File: src/hdl/cdt_pkg.sv
// ----------------------------------------------------------------------------
// Countdown timer package
// Field widths, stream packing, register map and time constants shared by
// the timer and its checker.
// ----------------------------------------------------------------------------
package cdt_pkg;

  localparam int IN_TDATA_W  = 32;
  localparam int OUT_TDATA_W = 48;
  localparam int CFG_ADDR_W  = 4;
  localparam int CFG_DATA_W  = 32;

  localparam int TOTAL_W = 24;
  localparam int HOUR_W  = 7;
  localparam int MIN_W   = 6;
  localparam int SEC_W   = 6;
  localparam int DAY_W   = 17;

  localparam logic [TOTAL_W-1:0] MAX_SECONDS   = 24'd9999999;
  localparam logic [TOTAL_W-1:0] SECS_PER_HOUR = 24'd3600;
  localparam logic [TOTAL_W-1:0] SECS_PER_MIN  = 24'd60;
  localparam logic [20:0]        SECS_PER_DAY  = 21'd86400;

  typedef enum logic [1:0] {
    REG_TIMER_MODE    = 2'd0,
    REG_START_SECONDS = 2'd1,
    REG_SET_HOURS     = 2'd2,
    REG_SET_MINUTES   = 2'd3
  } cfg_reg_t;

  typedef enum logic [1:0] {
    MODE_SECONDS   = 2'd0,
    MODE_HOURS_MIN = 2'd1,
    MODE_TIME_DAY  = 2'd2,
    MODE_UNUSED    = 2'd3
  } timer_mode_t;

  typedef struct packed {
    logic               active;
    logic               expired;
    logic [TOTAL_W-1:0] total;
  } tick_t;

  function automatic logic [7:0] bcd_decode(input logic [7:0] bcd);
    logic [7:0] hi;
    logic [7:0] lo;
    hi = {4'd0, bcd[7:4]};
    lo = {4'd0, bcd[3:0]};
    return (hi << 3) + (hi << 1) + lo;
  endfunction

endpackage

File: src/hdl/countdown_timer_hms.sv
// ----------------------------------------------------------------------------
// Countdown timer with hours, minutes and seconds breakdown
// Once-per-second countdown in seconds, hours:minutes or to a time of day.
// ----------------------------------------------------------------------------
// Each request on the in_ stream is one tick of one second and produces
// exactly one result on the out_ stream, in order. A tick with start_req set
// loads the count from the registers and shows the loaded value at once.
// The user must write the registers through the cfg_ port only while the
// block is idle; the block itself does not enforce it. Mode 0 counts down
// start_seconds, mode 1 counts down set_hours and set_minutes, and mode 2
// counts down to that time of day using the BCD wall clock carried with
// each tick. The tick that shows zero raises expired and the timer goes
// idle; idle ticks return all zero fields. One request is taken every cycle
// while the receiver does not stall: a six-stage pipeline with a valid bit
// per stage. The timer state updates as a request enters the second stage,
// and the remaining stages split the total with constant reciprocal
// multiplies. When the receiver stalls, the result holds and the pipeline
// keeps filling its empty stages before in_tready falls. Reset clears the
// registers, the timer state and every valid bit.
module countdown_timer_hms (
  input  logic                              clk,
  input  logic                              rst_n,
  input  logic                              in_tvalid,
  output logic                              in_tready,
  // start_req, clock_hours_bcd, clock_minutes_bcd, clock_seconds_bcd
  input  logic [cdt_pkg::IN_TDATA_W-1:0]    in_tdata,
  output logic                              out_tvalid,
  input  logic                              out_tready,
  // active, remaining_total, remaining_hours, remaining_minutes,
  // remaining_seconds, expired
  output logic [cdt_pkg::OUT_TDATA_W-1:0]   out_tdata,
  input  logic                              cfg_psel,
  input  logic                              cfg_penable,
  input  logic                              cfg_pwrite,
  input  logic [cdt_pkg::CFG_ADDR_W-1:0]    cfg_paddr,
  input  logic [cdt_pkg::CFG_DATA_W-1:0]    cfg_pwdata,
  output logic [cdt_pkg::CFG_DATA_W-1:0]    cfg_prdata,
  output logic                              cfg_pready
);
  import cdt_pkg::*;

  timer_mode_t        timer_mode_r;
  logic [TOTAL_W-1:0] start_seconds_r;
  logic [HOUR_W-1:0]  set_hours_r;
  logic [HOUR_W-1:0]  set_minutes_r;
  cfg_reg_t           cfg_index;
  logic               cfg_write;

  logic [TOTAL_W-1:0] down_count_r, down_count_nxt;
  logic               running_r, running_nxt;
  logic [DAY_W-1:0]   target_r, target_nxt;

  logic               a_valid_r, b_valid_r, c_valid_r, d_valid_r, e_valid_r;
  logic               a_ready, b_ready, c_ready, d_ready, e_ready, f_ready;
  logic               a_start_r;
  logic [7:0]         a_hh_r, a_mm_r, a_ss_r;

  tick_t              b_tick_r, b_tick_nxt, c_tick_r, d_tick_r, e_tick_r, f_tick_r;
  logic [12:0]        c_qh0_r, d_qh_r, e_qh_r;
  logic [18:0]        c_qm0_r, d_qm_r;
  logic [SEC_W-1:0]   d_sec_r, e_sec_r, f_sec_r;
  logic [MIN_W-1:0]   e_min_r, f_min_r;
  logic [6:0]         e_qd0_r;
  logic [HOUR_W-1:0]  f_hour_r;
  logic               out_valid_r;

  logic [TOTAL_W-1:0] hm_len;
  logic               start_ok;
  logic [TOTAL_W-1:0] count_cur;
  logic [DAY_W-1:0]   target_cur;
  logic               running_cur;
  logic [20:0]        now_secs;
  logic signed [21:0] left_raw, left_adj;

  logic [39:0]        prod_h;
  logic [40:0]        prod_m;
  logic [TOTAL_W-1:0] rem_h, rem_m;
  logic [18:0]        min_full;
  logic [22:0]        prod_d;
  logic [12:0]        rem_d;

  // Configuration port.
  assign cfg_pready = 1'b1;
  assign cfg_index  = cfg_reg_t'(cfg_paddr[3:2]);
  assign cfg_write  = cfg_psel && cfg_penable && cfg_pwrite && cfg_pready;

  always_comb begin
    case (cfg_index)
      REG_TIMER_MODE:    cfg_prdata = {30'd0, timer_mode_r};
      REG_START_SECONDS: cfg_prdata = {8'd0, start_seconds_r};
      REG_SET_HOURS:     cfg_prdata = {25'd0, set_hours_r};
      REG_SET_MINUTES:   cfg_prdata = {25'd0, set_minutes_r};
      default:           cfg_prdata = '0;
    endcase
  end

  always_ff @(posedge clk) begin
    if (!rst_n) begin
      timer_mode_r    <= MODE_SECONDS;
      start_seconds_r <= '0;
      set_hours_r     <= '0;
      set_minutes_r   <= '0;
    end else if (cfg_write) begin
      case (cfg_index)
        REG_TIMER_MODE:    timer_mode_r    <= timer_mode_t'(cfg_pwdata[1:0]);
        REG_START_SECONDS: start_seconds_r <= cfg_pwdata[TOTAL_W-1:0];
        REG_SET_HOURS:     set_hours_r     <= cfg_pwdata[HOUR_W-1:0];
        REG_SET_MINUTES:   set_minutes_r   <= cfg_pwdata[HOUR_W-1:0];
        default: ;
      endcase
    end
  end

  // Stage handshakes.
  assign f_ready   = !out_valid_r || out_tready;
  assign e_ready   = !e_valid_r || f_ready;
  assign d_ready   = !d_valid_r || e_ready;
  assign c_ready   = !c_valid_r || d_ready;
  assign b_ready   = !b_valid_r || c_ready;
  assign a_ready   = !a_valid_r || b_ready;
  assign in_tready = a_ready;

  // Timer state update for the request leaving stage A.
  always_comb begin
    hm_len = TOTAL_W'(set_hours_r) * SECS_PER_HOUR + TOTAL_W'(set_minutes_r) * SECS_PER_MIN;
    case (timer_mode_r)
      MODE_SECONDS:   start_ok = (start_seconds_r <= MAX_SECONDS);
      MODE_HOURS_MIN: start_ok = (set_hours_r <= 7'd99) && (set_minutes_r <= 7'd99);
      MODE_TIME_DAY:  start_ok = (set_hours_r <= 7'd23) && (set_minutes_r <= 7'd59);
      default:        start_ok = 1'b0;
    endcase

    count_cur   = down_count_r;
    target_cur  = target_r;
    running_cur = running_r;
    if (a_start_r && start_ok) begin
      running_cur = 1'b1;
      case (timer_mode_r)
        MODE_SECONDS:   count_cur  = start_seconds_r;
        MODE_HOURS_MIN: count_cur  = hm_len;
        MODE_TIME_DAY:  target_cur = hm_len[DAY_W-1:0];
        default: ;
      endcase
    end

    now_secs = 21'(bcd_decode(a_hh_r)) * 21'(SECS_PER_HOUR)
             + 21'(bcd_decode(a_mm_r)) * 21'(SECS_PER_MIN)
             + 21'(bcd_decode(a_ss_r));
    left_raw = $signed({5'd0, target_cur}) - $signed({1'b0, now_secs});
    left_adj = left_raw[21] ? left_raw + $signed({1'b0, SECS_PER_DAY}) : left_raw;

    down_count_nxt     = count_cur;
    target_nxt         = target_cur;
    running_nxt        = running_cur;
    b_tick_nxt.active  = running_cur;
    b_tick_nxt.expired = 1'b0;
    b_tick_nxt.total   = '0;
    if (running_cur) begin
      if (timer_mode_r == MODE_TIME_DAY) begin
        if (left_adj[21] || (left_adj == 22'sd0)) begin
          b_tick_nxt.expired = 1'b1;
        end else begin
          b_tick_nxt.total = TOTAL_W'(left_adj[20:0]);
        end
      end else begin
        b_tick_nxt.total = count_cur;
        if (count_cur == '0) begin
          b_tick_nxt.expired = 1'b1;
        end else begin
          down_count_nxt = count_cur - 1'b1;
        end
      end
      if (b_tick_nxt.expired) begin
        running_nxt = 1'b0;
      end
    end
  end

  // Breakdown of the total into hours, minutes and seconds.
  assign prod_h   = 40'(b_tick_r.total) * 40'd37282;
  assign prod_m   = 41'(b_tick_r.total) * 41'd69905;
  assign rem_h    = c_tick_r.total - TOTAL_W'(c_qh0_r) * SECS_PER_HOUR;
  assign rem_m    = c_tick_r.total - TOTAL_W'(c_qm0_r) * SECS_PER_MIN;
  assign min_full = d_qm_r - 19'(d_qh_r) * 19'd60;
  assign prod_d   = 23'(d_qh_r) * 23'd655;
  assign rem_d    = e_qh_r - 13'(e_qd0_r) * 13'd100;

  always_ff @(posedge clk) begin
    if (!rst_n) begin
      a_valid_r    <= 1'b0;
      b_valid_r    <= 1'b0;
      c_valid_r    <= 1'b0;
      d_valid_r    <= 1'b0;
      e_valid_r    <= 1'b0;
      out_valid_r  <= 1'b0;
      down_count_r <= '0;
      running_r    <= 1'b0;
      target_r     <= '0;
    end else begin
      if (a_ready) a_valid_r <= in_tvalid;
      if (b_ready) b_valid_r <= a_valid_r;
      if (c_ready) c_valid_r <= b_valid_r;
      if (d_ready) d_valid_r <= c_valid_r;
      if (e_ready) e_valid_r <= d_valid_r;
      if (f_ready) out_valid_r <= e_valid_r;
      if (b_ready && a_valid_r) begin
        down_count_r <= down_count_nxt;
        running_r    <= running_nxt;
        target_r     <= target_nxt;
      end
    end
  end

  always_ff @(posedge clk) begin
    if (a_ready) begin
      a_start_r <= in_tdata[0];
      a_hh_r    <= in_tdata[8:1];
      a_mm_r    <= in_tdata[16:9];
      a_ss_r    <= in_tdata[24:17];
    end
    if (b_ready) begin
      b_tick_r <= b_tick_nxt;
    end
    if (c_ready) begin
      c_tick_r <= b_tick_r;
      c_qh0_r  <= prod_h[39:27];
      c_qm0_r  <= prod_m[40:22];
    end
    if (d_ready) begin
      d_tick_r <= c_tick_r;
      d_qh_r   <= (rem_h >= SECS_PER_HOUR) ? c_qh0_r + 1'b1 : c_qh0_r;
      if (rem_m >= SECS_PER_MIN) begin
        d_qm_r  <= c_qm0_r + 1'b1;
        d_sec_r <= SEC_W'(rem_m - SECS_PER_MIN);
      end else begin
        d_qm_r  <= c_qm0_r;
        d_sec_r <= rem_m[SEC_W-1:0];
      end
    end
    if (e_ready) begin
      e_tick_r <= d_tick_r;
      e_qh_r   <= d_qh_r;
      e_qd0_r  <= prod_d[22:16];
      e_min_r  <= min_full[MIN_W-1:0];
      e_sec_r  <= d_sec_r;
    end
    if (f_ready) begin
      f_tick_r <= e_tick_r;
      f_hour_r <= (rem_d >= 13'd100) ? HOUR_W'(rem_d - 13'd100) : rem_d[HOUR_W-1:0];
      f_min_r  <= e_min_r;
      f_sec_r  <= e_sec_r;
    end
  end

  assign out_tvalid = out_valid_r;
  assign out_tdata  = {3'd0, f_tick_r.expired, f_sec_r, f_min_r, f_hour_r,
                       f_tick_r.total, f_tick_r.active};

endmodule

File: config.mk
export PLATFORM = sky130hd
export DESIGN_NAME = countdown_timer_hms
export DESIGN_NICKNAME = d
export VERILOG_FILES = /design/src/hdl/cdt_pkg.sv /design/src/hdl/countdown_timer_hms.sv
export SDC_FILE = /design/constraint.sdc
export NUM_CORES = 2
export LEC_CHECK = 0
export BUFFER_PORTS_ARGS = -buffer_cell sky130_fd_sc_hd__buf_2
export CELL_PAD_IN_SITES_DETAIL_PLACEMENT = 1
export CELL_PAD_IN_SITES_GLOBAL_PLACEMENT = 2
export CORE_UTILIZATION = 43
export CTS_CLUSTER_DIAMETER = 100
export DETAILED_ROUTE_END_ITERATION = 7
export PLACE_DENSITY = 0.87
export SLEW_MARGIN = 25
export SYNTH_ARGS = -nofsm -noshare
export SYNTH_HDL_FRONTEND = slang
export SYNTH_SLANG_ARGS = --single-unit
File: constraint.sdc
create_clock -name clk -period 10.4 [get_ports clk]
set_clock_uncertainty 0.15 [all_clocks]
set_input_delay 1.04 -clock clk [delete_from_list [all_inputs] [get_ports clk]]
set_output_delay 1.04 -clock clk [all_outputs]
set_load 0.02 [all_outputs]
==> impl_metrics.prom <==
# TYPE chip_impl_metric gauge
chip_impl_info{name="outcome",value="complete, no violations"} 1
chip_impl_info{name="cts_tree",value="yes"} 1
chip_impl_metric{name="achievable-frequency",unit="GHz"} 0.105
chip_impl_metric{name="stdcell_count",unit=""} 4866
chip_impl_info{name="hold_path_end",value="out_tdata[21]"} 1
chip_impl_info{name="postSynth.topFlopCell",value="sky130_fd_sc_hd__edfxtp_1"} 1
chip_impl_info{name="root_buffer_cell",value="sky130_fd_sc_hd__clkbuf_16"} 1
chip_impl_metric{name="vias",unit=""} 26300
chip_impl_metric{name="overflow",unit=""} 0
chip_impl_metric{name="r2r_setup_slack",unit="ps"} 840
chip_impl_metric{name="cts-htree-levels",unit=""} 2
chip_impl_info{name="cp-startpoint",value="set_minutes_r[2]"} 1
chip_impl_metric{name="timing.final.max_slew_violations",unit=""} 0
chip_impl_metric{name="timing.final.crit_period",unit="ps"} 9560
chip_impl_info{name="regToRegEndpoint",value="b_tick_r[5]"} 1
chip_impl_metric{name="detailedPlace.worstSlack",unit="ps"} 832
chip_impl_metric{name="die-height",unit="µm"} 294
chip_impl_metric{name="floorplan.initialDensity",unit="%"} 43.6
chip_impl_info{name="critical-path-slowest-cell",value="sky130_fd_sc_hd__dfxtp_1"} 1
chip_impl_metric{name="synthToLayoutAreaGrowth",unit="%"} 9.48
chip_impl_metric{name="synth_async_sr_flop_share",unit="%"} 0
chip_impl_metric{name="cts_setup_buffers",unit=""} 0
chip_impl_metric{name="i_o_pins",unit=""} 158
chip_impl_metric{name="dp.final_hpwl",unit="µm"} 73500
chip_impl_metric{name="fp.dieArea",unit="µm²"} 86200
chip_impl_info{name="layout.cells.most_common",value="sky130_fd_sc_hd__ha_1"} 1
chip_impl_metric{name="grt_max_degree",unit=""} 75
chip_impl_info{name="cp_common_cell",value="sky130_fd_sc_hd__a21oi_1"} 1
chip_impl_metric{name="final_min_period_over_clock_period",unit="%"} 92.0
chip_impl_metric{name="hold_crit_depth",unit=""} 0
chip_impl_metric{name="wl_per_cell",unit="µm"} 18.8
chip_impl_metric{name="synth_area",unit="µm²"} 36500
chip_impl_metric{name="antenna_found_initial",unit=""} 0
chip_impl_metric{name="slew_headroom",unit="%"} 32.0
chip_impl_metric{name="yosysWarningCount",unit=""} 0
chip_impl_info{name="rsz0062_at_grt",value="no"} 1
chip_impl_info{name="min-delay-start",value="e_tick_r[20]"} 1
chip_impl_metric{name="design.final.nets",unit=""} 4757
chip_impl_metric{name="critical_path.max_fanout",unit=""} 18
chip_impl_metric{name="dp.cells",unit=""} 4786
chip_impl_metric{name="worst_slew_pin_slew",unit="ps"} 1020
chip_impl_metric{name="numClockSinks",unit=""} 345
chip_impl_info{name="regToRegStartpoint",value="set_minutes_r[2]"} 1
chip_impl_metric{name="post_cts_resized",unit=""} 0
chip_impl_metric{name="drc_errors",unit=""} 0
chip_impl_metric{name="dieWidth",unit="µm"} 294
chip_impl_metric{name="final_layout_size_suffix_gt1_share",unit="%"} 7.66
chip_impl_metric{name="clk_latency",unit="ps"} 610
chip_impl_metric{name="setup_violations",unit=""} 0
chip_impl_metric{name="detailedRoute.firstIterationViolations",unit=""} 946
chip_impl_info{name="leading_cell_types_in_the_layout_fill_and_taps_excluded",value="sky130_fd_sc_hd__ha_1 (717), sky130_fd_sc_hd__inv_1 (504), sky130_fd_sc_hd__fa_1 (267)"} 1
chip_impl_metric{name="std_cell_rows",unit=""} 106
chip_impl_metric{name="syn_avg_cell_area",unit="µm²"} 10.2
chip_impl_metric{name="worst_r2r_path_depth",unit=""} 31
chip_impl_metric{name="worst-endpoint-arrival",unit="ps"} 9810
chip_impl_metric{name="crit_required",unit="ps"} 10650
chip_impl_metric{name="cts-root-to-sink-buffers",unit=""} 3
chip_impl_metric{name="hold_viol_final",unit=""} 0
chip_impl_info{name="criticalPathCategory",value="reg2reg"} 1
chip_impl_metric{name="placeableCoreArea",unit="µm²"} 83800
chip_impl_metric{name="routed_wl",unit="µm"} 91400
chip_impl_metric{name="io_buffers",unit=""} 128
chip_impl_metric{name="critPathMaxStageDelay",unit="ps"} 510
chip_impl_metric{name="vias_in_the_first_global_route",unit=""} 28700
chip_impl_metric{name="postSynthRegisterBits",unit=""} 345
chip_impl_metric{name="synth_edf_count",unit=""} 257
chip_impl_metric{name="gpl.final_weighted_congestion",unit=""} 0.833
chip_impl_info{name="critical_path.endpoint_type",value="register"} 1
chip_impl_info{name="timing.critical_path.from_type",value="register"} 1
chip_impl_metric{name="distinct_cells_synth",unit=""} 107
chip_impl_metric{name="avgViaCountPerCell",unit=""} 5.41
chip_impl_metric{name="first_pass_iters",unit=""} 5
chip_impl_metric{name="antenna_cell_count",unit=""} 0
chip_impl_metric{name="antenna_left",unit=""} 0
chip_impl_metric{name="grt_first_pass_wirelength",unit="µm"} 150000
chip_impl_metric{name="setup_ws",unit="ps"} 836
chip_impl_metric{name="timing.max_cap.violations",unit=""} 0
chip_impl_info{name="min_path_type",value="reg2reg"} 1
chip_impl_metric{name="final.setup.tns",unit="ps"} 0
chip_impl_metric{name="ys_seq_area_share",unit="%"} 25.9
chip_impl_metric{name="worst_setup_hold_path_clk_slew",unit="ps"} 60
chip_impl_metric{name="grtUsageTotal",unit="%"} 21.7
chip_impl_metric{name="tritoncts.num_buffers",unit=""} 44
chip_impl_metric{name="post_synth_inst_count",unit=""} 3567
chip_impl_metric{name="post_cts_hold_buffer_count",unit=""} 0
-- layer usage --
| metal | track usage [%] | share of wire [%] | up-vias |
|---|---|---|---|
| met5 | 0 | 0 | - |
| met3 | 2.32 | 2.8 | 126 |
| met2 | 40.2 | 51 | 344 |
| met1 | 26.5 | 44 | 13000 |
| li1 | - | - | 12800 |
| met4 | 5.87 | 2.7 | 0 |
-- through the flow --
step                hold WS (ps)  utilization (%)  instance area, µm²
floorplan                    250                -               36600
global placement             250             45.9               38500
detailed placement           255             45.9               38500
CTS                          266             47.7               40000
global route                 275             47.7               40000
finish                       265             47.7               40000
-- cell families (layout without fill, tap and decap cells) --
kind of cell             after synthesis  in the layout  synth area share [%]
multiplexers                          53             53                  1.54
flip-flops                           345            345                  25.9
other                                  2             12                0.0206
XOR/XNOR                             200            200                  4.91
adder cells (fa/ha/maj)              984            984                  39.2
buffers and inverters                585            740                  6.21
AO/OA/AOI/OAI                        681            681                  12.5
AND/OR/NAND/NOR                      717            717                  9.65
-- flip-flops by register name, indices dropped and copies added, names as in the netlist, 6 cells and up --
signal and count:
c_qh0_r 13, c_tick_r 26, a_mm_r 8, b_tick_r 26, e_tick_r 26, set_hours_r 7
e_qh_r 13, f_hour_r 7, down_count_r 24, d_tick_r 26, set_minutes_r 7, a_hh_r 8
e_min_r 6, start_seconds_r 24, f_min_r 6, out_tdata 26, a_ss_r 8, e_qd0_r 7
d_qm_r 6, d_qh_r 13, target_r 17, c_qm0_r 19
-- worst max-delay path by stage --
| stage | to | depth (start not counted) |
|---|---|---|
| floorplan | b_tick_r[24] | 34 |
| global placement | b_tick_r[5] | 32 |
| detailed placement | b_tick_r[5] | 32 |
| CTS | b_tick_r[12] | 31 |
| global route | b_tick_r[12] | 32 |
| finish | b_tick_r[5] | 31 |
-- synthesized netlist by cell type (20+ instances only) --
master,count,area share [%]
sky130_fd_sc_hd__xnor2_1,127,3.0
sky130_fd_sc_hd__nor2b_1,33,0.56
sky130_fd_sc_hd__o21ai_0,108,1.5
sky130_fd_sc_hd__nand2b_1,35,0.60
sky130_fd_sc_hd__nor2_1,173,1.8
sky130_fd_sc_hd__ha_1,717,25
sky130_fd_sc_hd__mux2i_1,44,1.2
sky130_fd_sc_hd__edfxtp_1,257,21
sky130_fd_sc_hd__nand2_1,187,1.9
sky130_fd_sc_hd__fa_1,267,15
sky130_fd_sc_hd__a21o_1,65,1.3
sky130_fd_sc_hd__inv_1,508,5.2
sky130_fd_sc_hd__nand3_1,50,0.68
sky130_fd_sc_hd__a21oi_1,185,2.5
sky130_fd_sc_hd__a31oi_1,25,0.43
sky130_fd_sc_hd__nand4_1,29,0.50
sky130_fd_sc_hd__or3_1,20,0.34
sky130_fd_sc_hd__and3_1,30,0.51
sky130_fd_sc_hd__o21a_1,41,0.84
sky130_fd_sc_hd__o22ai_1,23,0.39
sky130_fd_sc_hd__and2_1,33,0.56
sky130_fd_sc_hd__nor3_1,59,0.81
sky130_fd_sc_hd__clkbuf_1,45,0.46
sky130_fd_sc_hd__dfxtp_1,88,4.8
sky130_fd_sc_hd__o21bai_1,21,0.43
sky130_fd_sc_hd__xor2_1,69,1.7
sky130_fd_sc_hd__a211oi_1,29,0.60
-- layout make-up --
class                   instances  area [µm²]
repair buffers                152         818
clock inverters                28         338
clock buffers                  52        1200
fillers                      9375       43800
flip-flops and latches        345        9480
well taps                    1134        1420
inverters                     508        1910
multi-input cells            2647       24800
-- critical path: cells and delay by family, from the launching register on --
| family | cells | cell delay (ps) |
|---|---|---|
| xor+xnor | 2 | 400 |
| mux | 2 | 770 |
| buf+inv | 1 | 40 |
| simple gates | 3 | 1050 |
| compound gates | 15 | 3270 |
| flops | 1 | 510 |
| fa+ha+maj | 8 | 3150 |
Power is not shown: default switching activity piles up to over one toggle a cycle in this logic, so the estimate is an artifact.
